### config.mk
export PLATFORM = sky130hd
export DESIGN_NAME = sorted_multiset_table
export DESIGN_NICKNAME = d
export VERILOG_FILES = /design/src/rtl/smt_pkg.sv /design/src/rtl/smt_cmp.sv /design/src/rtl/sorted_multiset_table.sv
export SDC_FILE = /design/constraint.sdc
export NUM_CORES = 1
export LEC_CHECK = 0
export ABC_CLOCK_PERIOD_IN_PS = 6980
export CAP_MARGIN = 40
export CORE_MARGIN = 5
export CORE_UTILIZATION = 50
export DETAILED_ROUTE_END_ITERATION = 12
export DONT_BUFFER_PORTS = 1
export PLACE_DENSITY_LB_ADDON = 0.3
export SKIP_CTS_REPAIR_TIMING = 1
export SYNTH_ARGS = -nofsm -noshare
export SYNTH_HDL_FRONTEND = slang
export SYNTH_SLANG_ARGS = --single-unit
### constraint.sdc
create_clock -name clk_i -period 6.98 [get_ports clk_i]
set_input_delay 0.349 -clock clk_i [delete_from_list [all_inputs] [get_ports clk_i]]
set_output_delay 0.349 -clock clk_i [all_outputs]
set_load 0.02 [all_outputs]
### src/rtl/smt_pkg.sv
// Shared constants, codes and types of the sorted multiset table.
package smt_pkg;

  localparam int unsigned CAPACITY_DEF = 16;

  localparam int unsigned ACTION_W = 2;
  localparam int unsigned VALUE_W  = 32;
  localparam int unsigned STATUS_W = 2;
  localparam int unsigned COUNT_W  = 5;

  localparam logic [ACTION_W-1:0] ACT_INSERT = 2'd0;
  localparam logic [ACTION_W-1:0] ACT_SEARCH = 2'd1;
  localparam logic [ACTION_W-1:0] ACT_DELETE = 2'd2;

  localparam logic [STATUS_W-1:0] ST_OK     = 2'd0;
  localparam logic [STATUS_W-1:0] ST_ABSENT = 2'd1;
  localparam logic [STATUS_W-1:0] ST_FULL   = 2'd2;

  typedef struct packed {
    logic lt;
    logic eq;
  } cmp_res_t;

endpackage

### src/rtl/smt_cmp.sv
// Shared signed comparator used by the table scan.
module smt_cmp (
  input  logic signed [smt_pkg::VALUE_W-1:0] entry_i,
  input  logic signed [smt_pkg::VALUE_W-1:0] key_i,
  output smt_pkg::cmp_res_t                  res_o
);
  import smt_pkg::*;

  always_comb begin
    res_o.lt = entry_i < key_i;
    res_o.eq = entry_i == key_i;
  end

endmodule

### src/rtl/sorted_multiset_table.sv
// Top level of the sorted multiset table with its sequencer and entry memory.
//
// The block holds up to Capacity signed 32-bit entries in ascending order,
// duplicates allowed, in a single-port-write memory with one registered read
// port. Each item runs alone: a scan reads one entry at a time, in a read
// state and then a compare state, through the single comparator until it
// finds the first entry that is not smaller than the value, then an insert
// or delete moves each later entry by one place over the same read port.
// An item also passes the end-of-table check, the decision, the write of an
// inserted value and the result stage, and in_ready_o is low until its
// result is registered.
// The memory needs no clearing after reset.
module sorted_multiset_table #(
  parameter int unsigned Capacity = smt_pkg::CAPACITY_DEF
) (
  input  logic                                clk_i,
  input  logic                                rst_ni,
  input  logic                                in_valid_i,
  output logic                                in_ready_o,
  input  logic [smt_pkg::ACTION_W-1:0]        action_i,
  input  logic signed [smt_pkg::VALUE_W-1:0]  value_i,
  output logic                                out_valid_o,
  input  logic                                out_ready_i,
  output logic                                success_o,
  output logic [smt_pkg::STATUS_W-1:0]        status_o,
  output logic [smt_pkg::COUNT_W-1:0]         entry_count_o
);
  import smt_pkg::*;

  localparam int unsigned AW = (Capacity > 1) ? $clog2(Capacity) : 1;
  localparam int unsigned CW = $clog2(Capacity + 1);

  typedef enum logic [2:0] {
    S_IDLE,
    S_SCAN_RD,
    S_SCAN_CMP,
    S_DECIDE,
    S_SHIFT_RD,
    S_SHIFT_WR,
    S_PUT,
    S_FIN
  } state_e;

  state_e                    state_q;
  logic [ACTION_W-1:0]       act_q;
  logic signed [VALUE_W-1:0] val_q;
  logic [CW-1:0]             cnt_q;
  logic [CW-1:0]             idx_q;
  logic [CW-1:0]             pos_q;
  logic                      found_q;
  logic                      res_ok_q;
  logic [STATUS_W-1:0]       res_st_q;
  logic                      out_valid_q;
  logic                      success_q;
  logic [STATUS_W-1:0]       status_q;
  logic [COUNT_W-1:0]        count_out_q;

  logic signed [VALUE_W-1:0] mem_q [Capacity];
  logic signed [VALUE_W-1:0] rd_q;
  logic [AW-1:0]             rd_addr;
  logic                      mem_we;
  logic [AW-1:0]             mem_waddr;
  logic signed [VALUE_W-1:0] mem_wdata;

  cmp_res_t                  cmp;
  logic [CW-1:0]             idx_p1;
  logic [CW-1:0]             idx_m1;
  logic [CW:0]               idx_p2;
  logic [CW:0]               pos_p1;
  logic [CW:0]               cnt_x;
  logic [CW+COUNT_W-1:0]     cnt_ext;

  smt_cmp u_cmp (
    .entry_i (rd_q),
    .key_i   (val_q),
    .res_o   (cmp)
  );

  assign idx_p1  = idx_q + CW'(1);
  assign idx_m1  = idx_q - CW'(1);
  assign idx_p2  = {1'b0, idx_q} + (CW + 1)'(2);
  assign pos_p1  = {1'b0, pos_q} + (CW + 1)'(1);
  assign cnt_x   = {1'b0, cnt_q};
  assign cnt_ext = {{COUNT_W{1'b0}}, cnt_q};

  always_comb begin
    rd_addr   = idx_q[AW-1:0];
    mem_we    = 1'b0;
    mem_waddr = idx_q[AW-1:0];
    mem_wdata = rd_q;
    case (state_q)
      S_SHIFT_RD: begin
        rd_addr = (act_q == ACT_INSERT) ? idx_m1[AW-1:0] : idx_p1[AW-1:0];
      end
      S_SHIFT_WR: begin
        mem_we = 1'b1;
      end
      S_PUT: begin
        mem_we    = 1'b1;
        mem_waddr = pos_q[AW-1:0];
        mem_wdata = val_q;
      end
      default: begin
        mem_we = 1'b0;
      end
    endcase
  end

  always_ff @(posedge clk_i) begin
    if (mem_we) begin
      mem_q[mem_waddr] <= mem_wdata;
    end
    rd_q <= mem_q[rd_addr];
  end

  always_ff @(posedge clk_i or negedge rst_ni) begin
    if (!rst_ni) begin
      state_q     <= S_IDLE;
      cnt_q       <= '0;
      idx_q       <= '0;
      pos_q       <= '0;
      found_q     <= 1'b0;
      act_q       <= ACT_INSERT;
      val_q       <= '0;
      res_ok_q    <= 1'b0;
      res_st_q    <= ST_OK;
      out_valid_q <= 1'b0;
    end else begin
      if (out_valid_q && out_ready_i && state_q != S_FIN) begin
        out_valid_q <= 1'b0;
      end
      case (state_q)
        S_IDLE: begin
          if (in_valid_i) begin
            act_q   <= action_i;
            val_q   <= value_i;
            idx_q   <= '0;
            state_q <= S_SCAN_RD;
          end
        end
        S_SCAN_RD: begin
          if (idx_q >= cnt_q) begin
            pos_q   <= idx_q;
            found_q <= 1'b0;
            state_q <= S_DECIDE;
          end else begin
            state_q <= S_SCAN_CMP;
          end
        end
        S_SCAN_CMP: begin
          if (cmp.lt) begin
            idx_q   <= idx_p1;
            state_q <= S_SCAN_RD;
          end else begin
            pos_q   <= idx_q;
            found_q <= cmp.eq;
            state_q <= S_DECIDE;
          end
        end
        S_DECIDE: begin
          case (act_q)
            ACT_INSERT: begin
              if (cnt_q == CW'(Capacity)) begin
                res_ok_q <= 1'b0;
                res_st_q <= ST_FULL;
                state_q  <= S_FIN;
              end else begin
                idx_q   <= cnt_q;
                state_q <= (cnt_q > pos_q) ? S_SHIFT_RD : S_PUT;
              end
            end
            ACT_SEARCH: begin
              res_ok_q <= found_q;
              res_st_q <= found_q ? ST_OK : ST_ABSENT;
              state_q  <= S_FIN;
            end
            ACT_DELETE: begin
              if (!found_q) begin
                res_ok_q <= 1'b0;
                res_st_q <= ST_ABSENT;
                state_q  <= S_FIN;
              end else if (pos_p1 < cnt_x) begin
                idx_q   <= pos_q;
                state_q <= S_SHIFT_RD;
              end else begin
                cnt_q    <= cnt_q - CW'(1);
                res_ok_q <= 1'b1;
                res_st_q <= ST_OK;
                state_q  <= S_FIN;
              end
            end
            default: begin
              res_ok_q <= 1'b0;
              res_st_q <= ST_OK;
              state_q  <= S_FIN;
            end
          endcase
        end
        S_SHIFT_RD: begin
          state_q <= S_SHIFT_WR;
        end
        S_SHIFT_WR: begin
          if (act_q == ACT_INSERT) begin
            idx_q   <= idx_m1;
            state_q <= (idx_m1 > pos_q) ? S_SHIFT_RD : S_PUT;
          end else begin
            idx_q <= idx_p1;
            if (idx_p2 < cnt_x) begin
              state_q <= S_SHIFT_RD;
            end else begin
              cnt_q    <= cnt_q - CW'(1);
              res_ok_q <= 1'b1;
              res_st_q <= ST_OK;
              state_q  <= S_FIN;
            end
          end
        end
        S_PUT: begin
          cnt_q    <= cnt_q + CW'(1);
          res_ok_q <= 1'b1;
          res_st_q <= ST_OK;
          state_q  <= S_FIN;
        end
        S_FIN: begin
          if (!out_valid_q || out_ready_i) begin
            out_valid_q <= 1'b1;
            state_q     <= S_IDLE;
          end
        end
        default: begin
          state_q <= S_IDLE;
        end
      endcase
    end
  end

  always_ff @(posedge clk_i) begin
    if (state_q == S_FIN && (!out_valid_q || out_ready_i)) begin
      success_q   <= res_ok_q;
      status_q    <= res_st_q;
      count_out_q <= cnt_ext[COUNT_W-1:0];
    end
  end

  assign in_ready_o    = (state_q == S_IDLE);
  assign out_valid_o   = out_valid_q;
  assign success_o     = success_q;
  assign status_o      = status_q;
  assign entry_count_o = count_out_q;

endmodule

; Word level (Yosys, flattened, before mapping)
; Memories as Yosys holds them, arrays and structs flattened. A register that Yosys moved wholly into a read port is not among the register bits.
; Index checks and enable logic that the tools add are counted.
[totals]
ff_bits = 65
latch_bits = 0
inputBits = 38
n_memories = 1
mem_bits_rw = 512
rom_bits = 0
[memory_table]
columns = memory, depth, width, read_ports, rd_ports_with_merged_regs, wr, line_no
row1 = mem_q, 16, 32, 1, 1, 1, sorted_multiset_table.sv:58  ; logic signed [VALUE_W-1:0] mem_q [Capacity];
[op_classes]
shifts = 0
n_div = 0
eq_ne = 28
n_addsub = 6
muxes = 58
n_bitwise = 0
reduce_logical = 17
n_mul = 0
order_cmp = 6
[ops]
columns = operator, n
row1 = 2-to-1 mux 5 bit, 13
row2 = == test 32 bit, 1
row3 = < comparator 32 bit, 1
row4 = 2-to-1 mux 32 bit, 1
row5 = 2-to-1 mux 2 bit, 13
row6 = case mux 3 bit (8 select lines), 1
row7 = != test 2 bit (second input constant), 10
row8 = case mux 5 bit (2 select lines), 2
row9 = case mux 5 bit (4 select lines), 1
row10 = != test 3 bit (second input constant), 6
row11 = 2-to-1 mux 1 bit, 15
row12 = case mux 5 bit (3 select lines), 1
row13 = == test 3 bit (second input constant), 4
row14 = < comparator 6 x 5 -> 1 bit, 2
row15 = 2-to-1 mux 4 bit, 3
row16 = case mux 2 bit (3 select lines), 2
row17 = adder 5 x 1 -> 5 bit (second input constant), 2
row18 = greater-than comparator 5 bit, 2
row19 = subtractor 5 x 1 -> 5 bit (second input constant), 2
row20 = AND reduction 7 bit, 1
row21 = adder 5 x 1 -> 6 bit (second input constant), 1
row22 = adder 5 x 2 -> 6 bit (second input constant), 1
row23 = == test 3 x 2 -> 1 bit (second input constant), 2
row24 = 2-to-1 mux 3 bit, 2
row25 = 22 further kinds, 26

; Logic depth before layout (Yosys ltp)
; Gate-level depths: netlist of run 1.
[depth]
depth_word = 6
ltp_mapped = 12
ltp_nobuf = 11

; Cells and area by module
; A second synthesis of run 1 with hierarchy kept.
[unflattened]
hier_cells = 1800
hier_area_um2 = 24996.5
[modules_own_cells]
columns = module, cells_per_inst, area_each_um2, seq_area_each_um2, n_inst
row1 = sorted_multiset_table, 1687, 24175.7, 17682.0, 1
row2 = smt_cmp, 113, 820.8, 0.0, 1

; Worst setup path after synthesis of run 1
; Ideal clock, no wire load.
[synth_path]
path_type = register -> register
start = register state_q[0]
end = memory mem_q[0][0], enable pin
arrival_ns = 2.612
period_less_slack_ns = 3.033
required_time_ns = 6.559
stages_incl_launch_ff = 7
path_slack_ns = 3.947
path_buffers = 2
cell_sequence = dfrtp_1 > buf_2 > nand3b_1 > clkbuf_1 > nor3_1 > a31oi_1 > nor2_1
[synth_between]
elab_chain_cells = 5
elab_cells_between_ends = 7
[synth_rtl]
columns = item, line_no
row1 = from (decl), sorted_multiset_table.sv:44  ; state_e state_q;
row2 = from (signal assigned), sorted_multiset_table.sv:169  ; state_q <= (cnt_q > pos_q) ? S_SHIFT_RD : S_PUT;
row3 = from (signal assigned), sorted_multiset_table.sv:205  ; state_q <= (idx_m1 > pos_q) ? S_SHIFT_RD : S_PUT;
row4 = == test 3 bit, sorted_multiset_table.sv:91  ; case (state_q)
row5 = OR reduction 2 bit (no line), --
row6 = 2-to-1 mux 1 bit, sorted_multiset_table.sv:91
row7 = 2-to-1 mux 1 bit, sorted_multiset_table.sv:110  ; if (mem_we) begin
row8 = 2-to-1 mux 1 bit (not written as such), sorted_multiset_table.sv:111  ; mem_q[mem_waddr] <= mem_wdata;
row9 = to (decl), sorted_multiset_table.sv:58
; Parallel ways exist; a longest one is shown, timed or not.

; Worst setup path in the final report of run 1
[layout_path]
start = register idx_q[0]
end = register rd_q[15], read port of mem_q
[layout_between]
elab_chain_cells = 3
elab_cells_between_ends = 4
[layout_rtl]
columns = item, line_no
row1 = from (decl), sorted_multiset_table.sv:48  ; logic [CW-1:0] idx_q;
row2 = from (signal assigned), sorted_multiset_table.sv:152  ; idx_q <= idx_p1;
row3 = from (signal assigned), sorted_multiset_table.sv:168  ; idx_q <= cnt_q;
row4 = from (signal assigned), sorted_multiset_table.sv:183  ; idx_q <= pos_q;
row5 = adder 5 x 1 -> 5 bit / subtractor 5 x 1 -> 5 bit (equally long branches), "sorted_multiset_table.sv:79, sorted_multiset_table.sv:80"
row6 = 2-to-1 mux 4 bit, sorted_multiset_table.sv:93  ; rd_addr = (act_q == ACT_INSERT) ? idx_m1[AW-1:0] : idx_p1[AW-1:0];
row7 = 2-to-1 mux 4 bit *, sorted_multiset_table.sv:91
row8 = to (decl), sorted_multiset_table.sv:59  ; logic signed [VALUE_W-1:0] rd_q;
; Mark *: on every way between the ends. The rest lies on a longest branch, timed or not.
; A chain may end at the register's enable or synchronous reset.

==> summary.md, run 1 <==
| Metric | Value |
|---|---|
| Drt initial violations | 1292 |
| Final setup fails | 0 |
| Worst setup SP type | register |
| CP Data Arrival Time | 3.96 ns |
| Syn Inst Count | approximately 1.5k |
| Leak | between 9 and 10 nW |
| Yosys cell types | between 50 and 60 |
| Initial Utilization | ~50% |
| Synth top area share | between 60% and 70% |
| # clock sinks | between 600 and 700 |
| Clk_skew | roughly 0.015 ns |
| RSZ-0062 raised after global routing | false |
| Vias post-DR | around 13k |
| Final hold viol count | 0 |
| Diodes inserted | 0 |
| Crit. End Element | register |
| Mapped Avg Cell Area | 16.9 um^2 |
| Cell-internal power | 9.33 mW |
| CP required | approximately 7.4 ns |
| Post-synthesis sequential area ratio | 70.6% |
| PD cells | roughly 500 nW/um^2 |
| Syn_nets | 1588 |
| H-tree depth | 2 |
| WHS | 0.278 ns |
| Slew margin rel. | 36.5% |
| Remaining global-route overflow | 0 |
| Post-synth EDFFs | 520 |
| Seq cells post-synth | around 610 |
| Clk pin slew, worst setup/hold paths | 0.07 ns |
| Height of the die | approximately 230 um |
| Setup TNS | 0 ns |
| Most frequent cells in the layout | edfxtp_1 (520), nand2_1 (147), mux4_2 (128) |
| Iteration count of the initial detailed-routing pass | 5 |
| Filler instances | 3823 |
| Max Cap Viol | 0 |
| TritonCTS clock tree | built |
| Worst-Margin Slew | roughly 0.95 ns |
| Largest cells by area after synthesis | edfxtp_1 (62%), mux4_2 (12%), dfrtp_1 (5.7%) |
| Area grow syn2layout | 14.0% |
| GPL Wtd Cong | 0.875 |
| Nets | ~1.7k |
| Crit path max fanout | approximately 130 |
| Via/cell ratio | 5.89 |
| ANT nets after route | 0 |
| Crit path from | idx_q[0] |
| Buffers added on ports | 0 |
| Asr flop ratio synth | a little under a tenth |
| First-pass GRT wire length | between 80000 and 90000 um |
| I/O pin count | 48 |
| Main synth FF type | edfxtp_1 |
| Share of cells above drive strength 1 | between 10% and 20% |
| Crit Path Class | register to register |
| Crit share post-route | approximately half |
| R2r endpoint | rd_q[15] |
| Min Tclk post-route | 3.55 ns |
| R2R setup slack | 3.43 ns |
| Die W | 234 um |
| Reg power frac | between 30% and 40% |
| Clock power share | between 20% and 30% |
| Worst hold-check path type | input pin to async pin |
| Largest net degree at the start of global routing | approximately 130 |
| CTS Buf Count | 57 |
| Die footprint | 54600 um^2 |
| Residual DRC | 0 |
| CTS Buffer Depth | 3 |
| Combinational share of power | 39.5% |
| Area leader, netlist | edfxtp_1 |
| Placed Instance Area | around 26000 um^2 |
| Slew Viols, Final | 0 |
| PnR Total Power | 14.3 mW |
| Outcome | finished, final reports clean |
| Placed wire-length estimate | 28600 um |
| Wire per inst | 24.5 um |
| Area of the core | approximately 50000 um^2 |
| Later-pin clock latency in the skew report | 0.62 ns |
| Clock root buffer | clkbuf_16 |
| Sw power | 4.93 mW |
| Vias in the first global route | 13.4k |
| Final Core Density | 57.2% |
| Synth Cell Area | 25000 um^2 |
| Peak Freq | 282 MHz |
| Initial antenna violation count | 0 |
| Fin area | ~29000 um^2 |
| Total global-route track usage | about a fifth |
| R2R cell count | 9 |
| Warnings from Yosys | 0 |
| Reg2reg start | idx_q[0] |
| Switching power share of the total | approximately a third |
| Worst VDD drop | about 0.59 mV |
| Most common cell after layout, fill and taps aside | edfxtp_1 |
| # rows | 82 |
| Routed Wire Length | roughly 56000 um |
-- per-layer routing --
metal	vias to the layer above	routed length (um)	track usage, %	share of wire [%]
met4	0	1540	6.35	2.7
met5	-	0	0	0
met1	7005	24000	29.1	43
li1	5959	-	-	-
met3	74	3130	2.92	5.6
met2	423	27400	33.9	49
-- final cells by class --
class / instances / area, um^2 / area share (%)
flip-flops and latches: 609 / 17700 / 62.0
multi-input cells: 742 / 6980 / 24.5
clock buffers: 75 / 1550 / 5.45
repair buffers: 102 / 923 / 3.24
well taps: 672 / 841 / 2.95
clock inverters: 32 / 352 / 1.23
inverters: 55 / 206 / 0.723
-- kinds of logic (layout without fill, tap and decap cells) --
kind of cell               Yosys count  count (layout)  share of synthesized area, %
AOI/OAI and AO/OA                  231             231                          5.74
xor gates and xnor gates            18              18                         0.630
adders and majority gates           70              70                          3.53
buffers and inverters              129             264                          2.14
DFF                                609             609                          70.6
muxes                              148             148                          12.3
and+or+nand+nor                    275             275                          4.98
-- worst max-delay path, stage by stage (launching register included) --
cell and delay (ns):
dfrtp_1 0.61, inv_1 0.24, ha_1 0.37, xor2_1 0.21, a21oi_4 0.21, buf_12 0.61, mux4_2 0.42, and2_1 0.17
a211oi_1 0.27, a31oi_1 0.14
-- Yosys cell counts (all sizes together) (15+ instances only) --
cell and instances:
edfxtp 520, nand2 147, mux4 128, o21ai 77, ha 69, dfrtp 57, inv 55, a31oi 43
nor2 41, clkbuf 39, a21oi 36, buf 35, and2 33, a211oi 32, dfxtp 32, nand3 15
-- power by group through the flow --
stage	sequential (mW)	clock, mW	combinational, mW
after floorplan	5.46	0	4.01
after global placement	5.55	0	5.48
after detailed placement	5.57	0	5.66
after CTS	5.50	3.19	5.68
after global routing	5.55	3.34	6.22
final	5.50	3.12	5.63
-- per-stage QoR --
step                      cells  worst slack (ns)
after global routing       2287              3.25
final                      2287              3.43
after floorplan            1480              3.95
after global placement     2135              3.51
after detailed placement   2142              3.47
after CTS                  2249              3.46
-- registers in the layout, summed over array words and instances (netlist names), 3 cells and up --
register / count
mem_q: 512
rd_q: 32
val_q: 32
cnt_q: 5
entry_count_o: 5
idx_q: 5
pos_q: 5
state_q: 3
-- worst max-delay path by stage --
stage | to | slack (ns)
after detailed placement | rd_q[15] | 3.47
final | rd_q[15] | 3.43
after global placement | rd_q[15] | 3.51
after floorplan | mem_q[0][0] | 3.95
after global routing | rd_q[15] | 3.25
after CTS | rd_q[15] | 3.46
Note: power is estimated with default switching activity, not from simulation.
==> run 2, diff against run 1 <==
--- a/config.mk
+++ b/config.mk
@@ -5,7 +5,8 @@
 export SDC_FILE = /design/constraint.sdc
 export NUM_CORES = 1
 export LEC_CHECK = 0
-export ABC_CLOCK_PERIOD_IN_PS = 6980
+export ABC_AREA = 1
+export ABC_CLOCK_PERIOD_IN_PS = 2800
 export CAP_MARGIN = 40
 export CORE_MARGIN = 5
 export CORE_UTILIZATION = 50
==> constraint.sdc (replaced) <==
create_clock -name clk_i -period 2.8 [get_ports clk_i]
set_input_delay 0.14 -clock clk_i [delete_from_list [all_inputs] [get_ports clk_i]]
set_output_delay 0.14 -clock clk_i [all_outputs]
set_load 0.02 [all_outputs]
==> summary.md, run 2 <==
| Metric | Value |
|---|---|
| Biggest regs | mem_q (512), rd_q (32), val_q (32) |
| First-pass GRT wire length | ~100000 um |
| Synth Cell Area | between 20000 and 30000 um^2 |
| Residual DRC | 0 |
| Slew Viols, Final | 0 |
| Crit path max fanout | 7 |
| Remaining global-route overflow | 0 |
| Placed Cells | about 2.8k |
| Top-count cell post-synth | edfxtp_1 |
| R2R setup slack | around 0.17 ns |
| CP required | around 3.3 ns |
| Nets | 2284 |
| Warnings from Yosys | 0 |
| H-tree depth | 2 |
| Routed Wire Length | approximately 64000 um |
| Yosys cell types | 41 |
| PnR Total Power | 35.6 mW |
| Area grow syn2layout | 15.2% |
| Placed Instance Area | 27100 um^2 |
| Seq cells post-synth | a little over 600 |
| GPL Wtd Cong | approximately 0.89 |
| Most frequent cells in the layout | edfxtp_1 (520), nor2_1 (287), o21ai_0 (236) |
| Peak Freq | ~380 MHz |
| CP Data Arrival Time | approximately 3.1 ns |
| I/O pin count | 48 |
| Clk pin slew, worst setup/hold paths | around 0.060 ns |
| # rows | between 80 and 90 |
| Later-pin clock latency in the skew report | between 0.6 and 0.7 ns |
| Filler instances | 4059 |
| Max Cap Viol | 0 |
| Die W | 236 um |
| Mapped Avg Cell Area | roughly 12 um^2 |
| Crit Path Class | register to register |
| # clock sinks | just over 600 |
| Largest net degree at the start of global routing | 108 |
| Crit path largest cell delay | around 0.36 ns |
| Post-synth EDFFs | 520 |
| Crit path buffers/inverters | 1 |
| Crit. End Element | register |
| Largest cells by area after synthesis | edfxtp_1 (61%), dfrtp_1 (5.6%), o21ai_0 (4.6%) |
| Asr flop ratio synth | 9.36% |
| Post-synthesis sequential area ratio | between 60% and 70% |
| Via/cell ratio | slightly below 6 |
| Most frequent CP cell | nand2_1 |
| Area of the core | ~50000 um^2 |
| Syn Inst Count | roughly 2.1k |
| CP Cell Sequence | inv_1, ha_1, nand4_1, nor3_4, and3_1, nand2_1, nand2_1, nand2_1, nand3_1, nand2_1, nand2_1, nand2_1 |
| Share of cells above drive strength 1 | 10.6% |
| Worst VDD drop | about 0.86 mV |
| Slew margin rel. | 47.0% |
| ANT nets after route | 0 |
| Synth cell count leaders | edfxtp_1 (520), nor2_1 (303), o21ai_0 (236), nand2_1 (191), inv_1 (87) |
| Initial antenna violation count | 1 |
| Vias post-DR | between 15k and 20k |
| Main synth FF type | edfxtp_1 |
| Drt initial violations | approximately 1.7k |
| Wire per inst | 22.0 um |
| Fin cells | ~2.9k |
| Worst-Margin Slew | slightly below 0.8 ns |
| TritonCTS clock tree | built |
| Syn_nets | 2201 |
| Diodes inserted | 0 |
| Slowest CP cell | nor3_4 |
| Clock root buffer | clkbuf_16 |
| Area leader, netlist | edfxtp_1 |
| Outcome | finished, final reports clean |
| CP delay by family, top | simple AND/OR/NAND/NOR gates |
| Max reg flops | 512 |
| Synth top area share | just over 60% |
| Vias in the first global route | approximately 16k |
| RSZ-0062 raised after global routing | false |
| Total global-route track usage | 22.3% |
| Worst hold-check path type | input pin to register |
| Buffers added on ports | 0 |
| Final hold viol count | 0 |
| Fin area | a little under 30000 um^2 |
| Die footprint | about 56000 um^2 |
| Top reg by flops | mem_q |
| Clk_skew | around 0.018 ns |
| Crit share post-route | 93.9% |
| Most common cell after layout, fill and taps aside | edfxtp_1 |
| Final setup fails | 0 |
| CTS Buffer Depth | 3 |
| PD cells | 1210 nW/um^2 |
| Leak | 10.6 nW |
| Iteration count of the initial detailed-routing pass | 6 |
| Worst setup SP type | register |
| Min Tclk post-route | between 2 and 3 ns |
| Initial Utilization | 50.2% |
| CTS Buf Count | between 50 and 60 |
| Height of the die | around 240 um |
| Placed wire-length estimate | approximately 36000 um |
[run 2: changes by cell type after synthesis, moves of 55 or more]
cell and delta:
nor2_1 +262, mux4_2 -128, o221ai_1 +55, o21ai_0 +160, o211ai_1 +73, o21ai_1 +82
[run 2: layer usage]
metal | vias up | part of all wire [%] | global-route usage, %
met1 | 8456 | 42 | 31.1
met3 | 102 | 7.1 | 3.03
li1 | 7830 | - | -
met2 | 655 | 48 | 37.2
met5 | - | 0.020 | 0
met4 | 2 | 2.5 | 6.52
[run 2: cell type report]
type | count | area [um^2] | area share, %
multi-input combinational | 1267 | 7100 | 24.0
clock buffer | 73 | 1600 | 5.41
timing repair buffer | 145 | 1580 | 5.35
tap | 680 | 851 | 2.88
inverter | 94 | 360 | 1.22
clock inverter | 38 | 364 | 1.23
sequential | 609 | 17700 | 59.9
[run 2: stage by stage]
stage / TNS [ns] / util (%) / hold WS [ns] / setup WS (ns)
6_report: 0 / 57.8 / 0.0252 / 0.171
5_1_grt: 0 / 57.8 / 0.00638 / 0.0204
4_1_cts: -1.83 / 57.0 / -0.824 / -0.183
3_5_place_dp: -1.54 / 53.1 / -0.153 / -0.159
3_3_place_gp: -1.62 / 53.1 / -0.153 / -0.178
2_1_floorplan: -151.45 / - / -0.156 / -0.344
[run 2: path summary, 6_finish.rpt]
| check | from | cells past startpoint | to |
|---|---|---|---|
| min in group asynchronous | rst_ni | 2 | val_q[20] |
| setup reg to reg | val_q[27] | 12 | pos_q[2] |
| max in group asynchronous | rst_ni | 2 | idx_q[0] |
| hold / removal | in_valid_i | 2 | val_q[3] |
| hold reg to reg | res_st_q[0] | 0 | status_o[0] |
| setup / recovery | val_q[27] | 12 | pos_q[2] |
[run 2: kinds of logic after synthesis]
logic type	share of synthesized area, %
AOI/OAI and AO/OA	13.9
muxes	0.0439
adders and majority gates	3.45
and+or+nand+nor	9.14
DFF	69.0
buffers and inverters	3.99
xor gates and xnor gates	0.478
[run 2: where the power goes]
group / total [mW] / leakage [nW] / switching (mW) / internal, mW
clock: 7.95 / 0.965 / 3.35 / 4.60
combinational: 14.1 / 4.03 / 9.53 / 4.59
sequential: 13.5 / 5.62 / 0.621 / 12.9
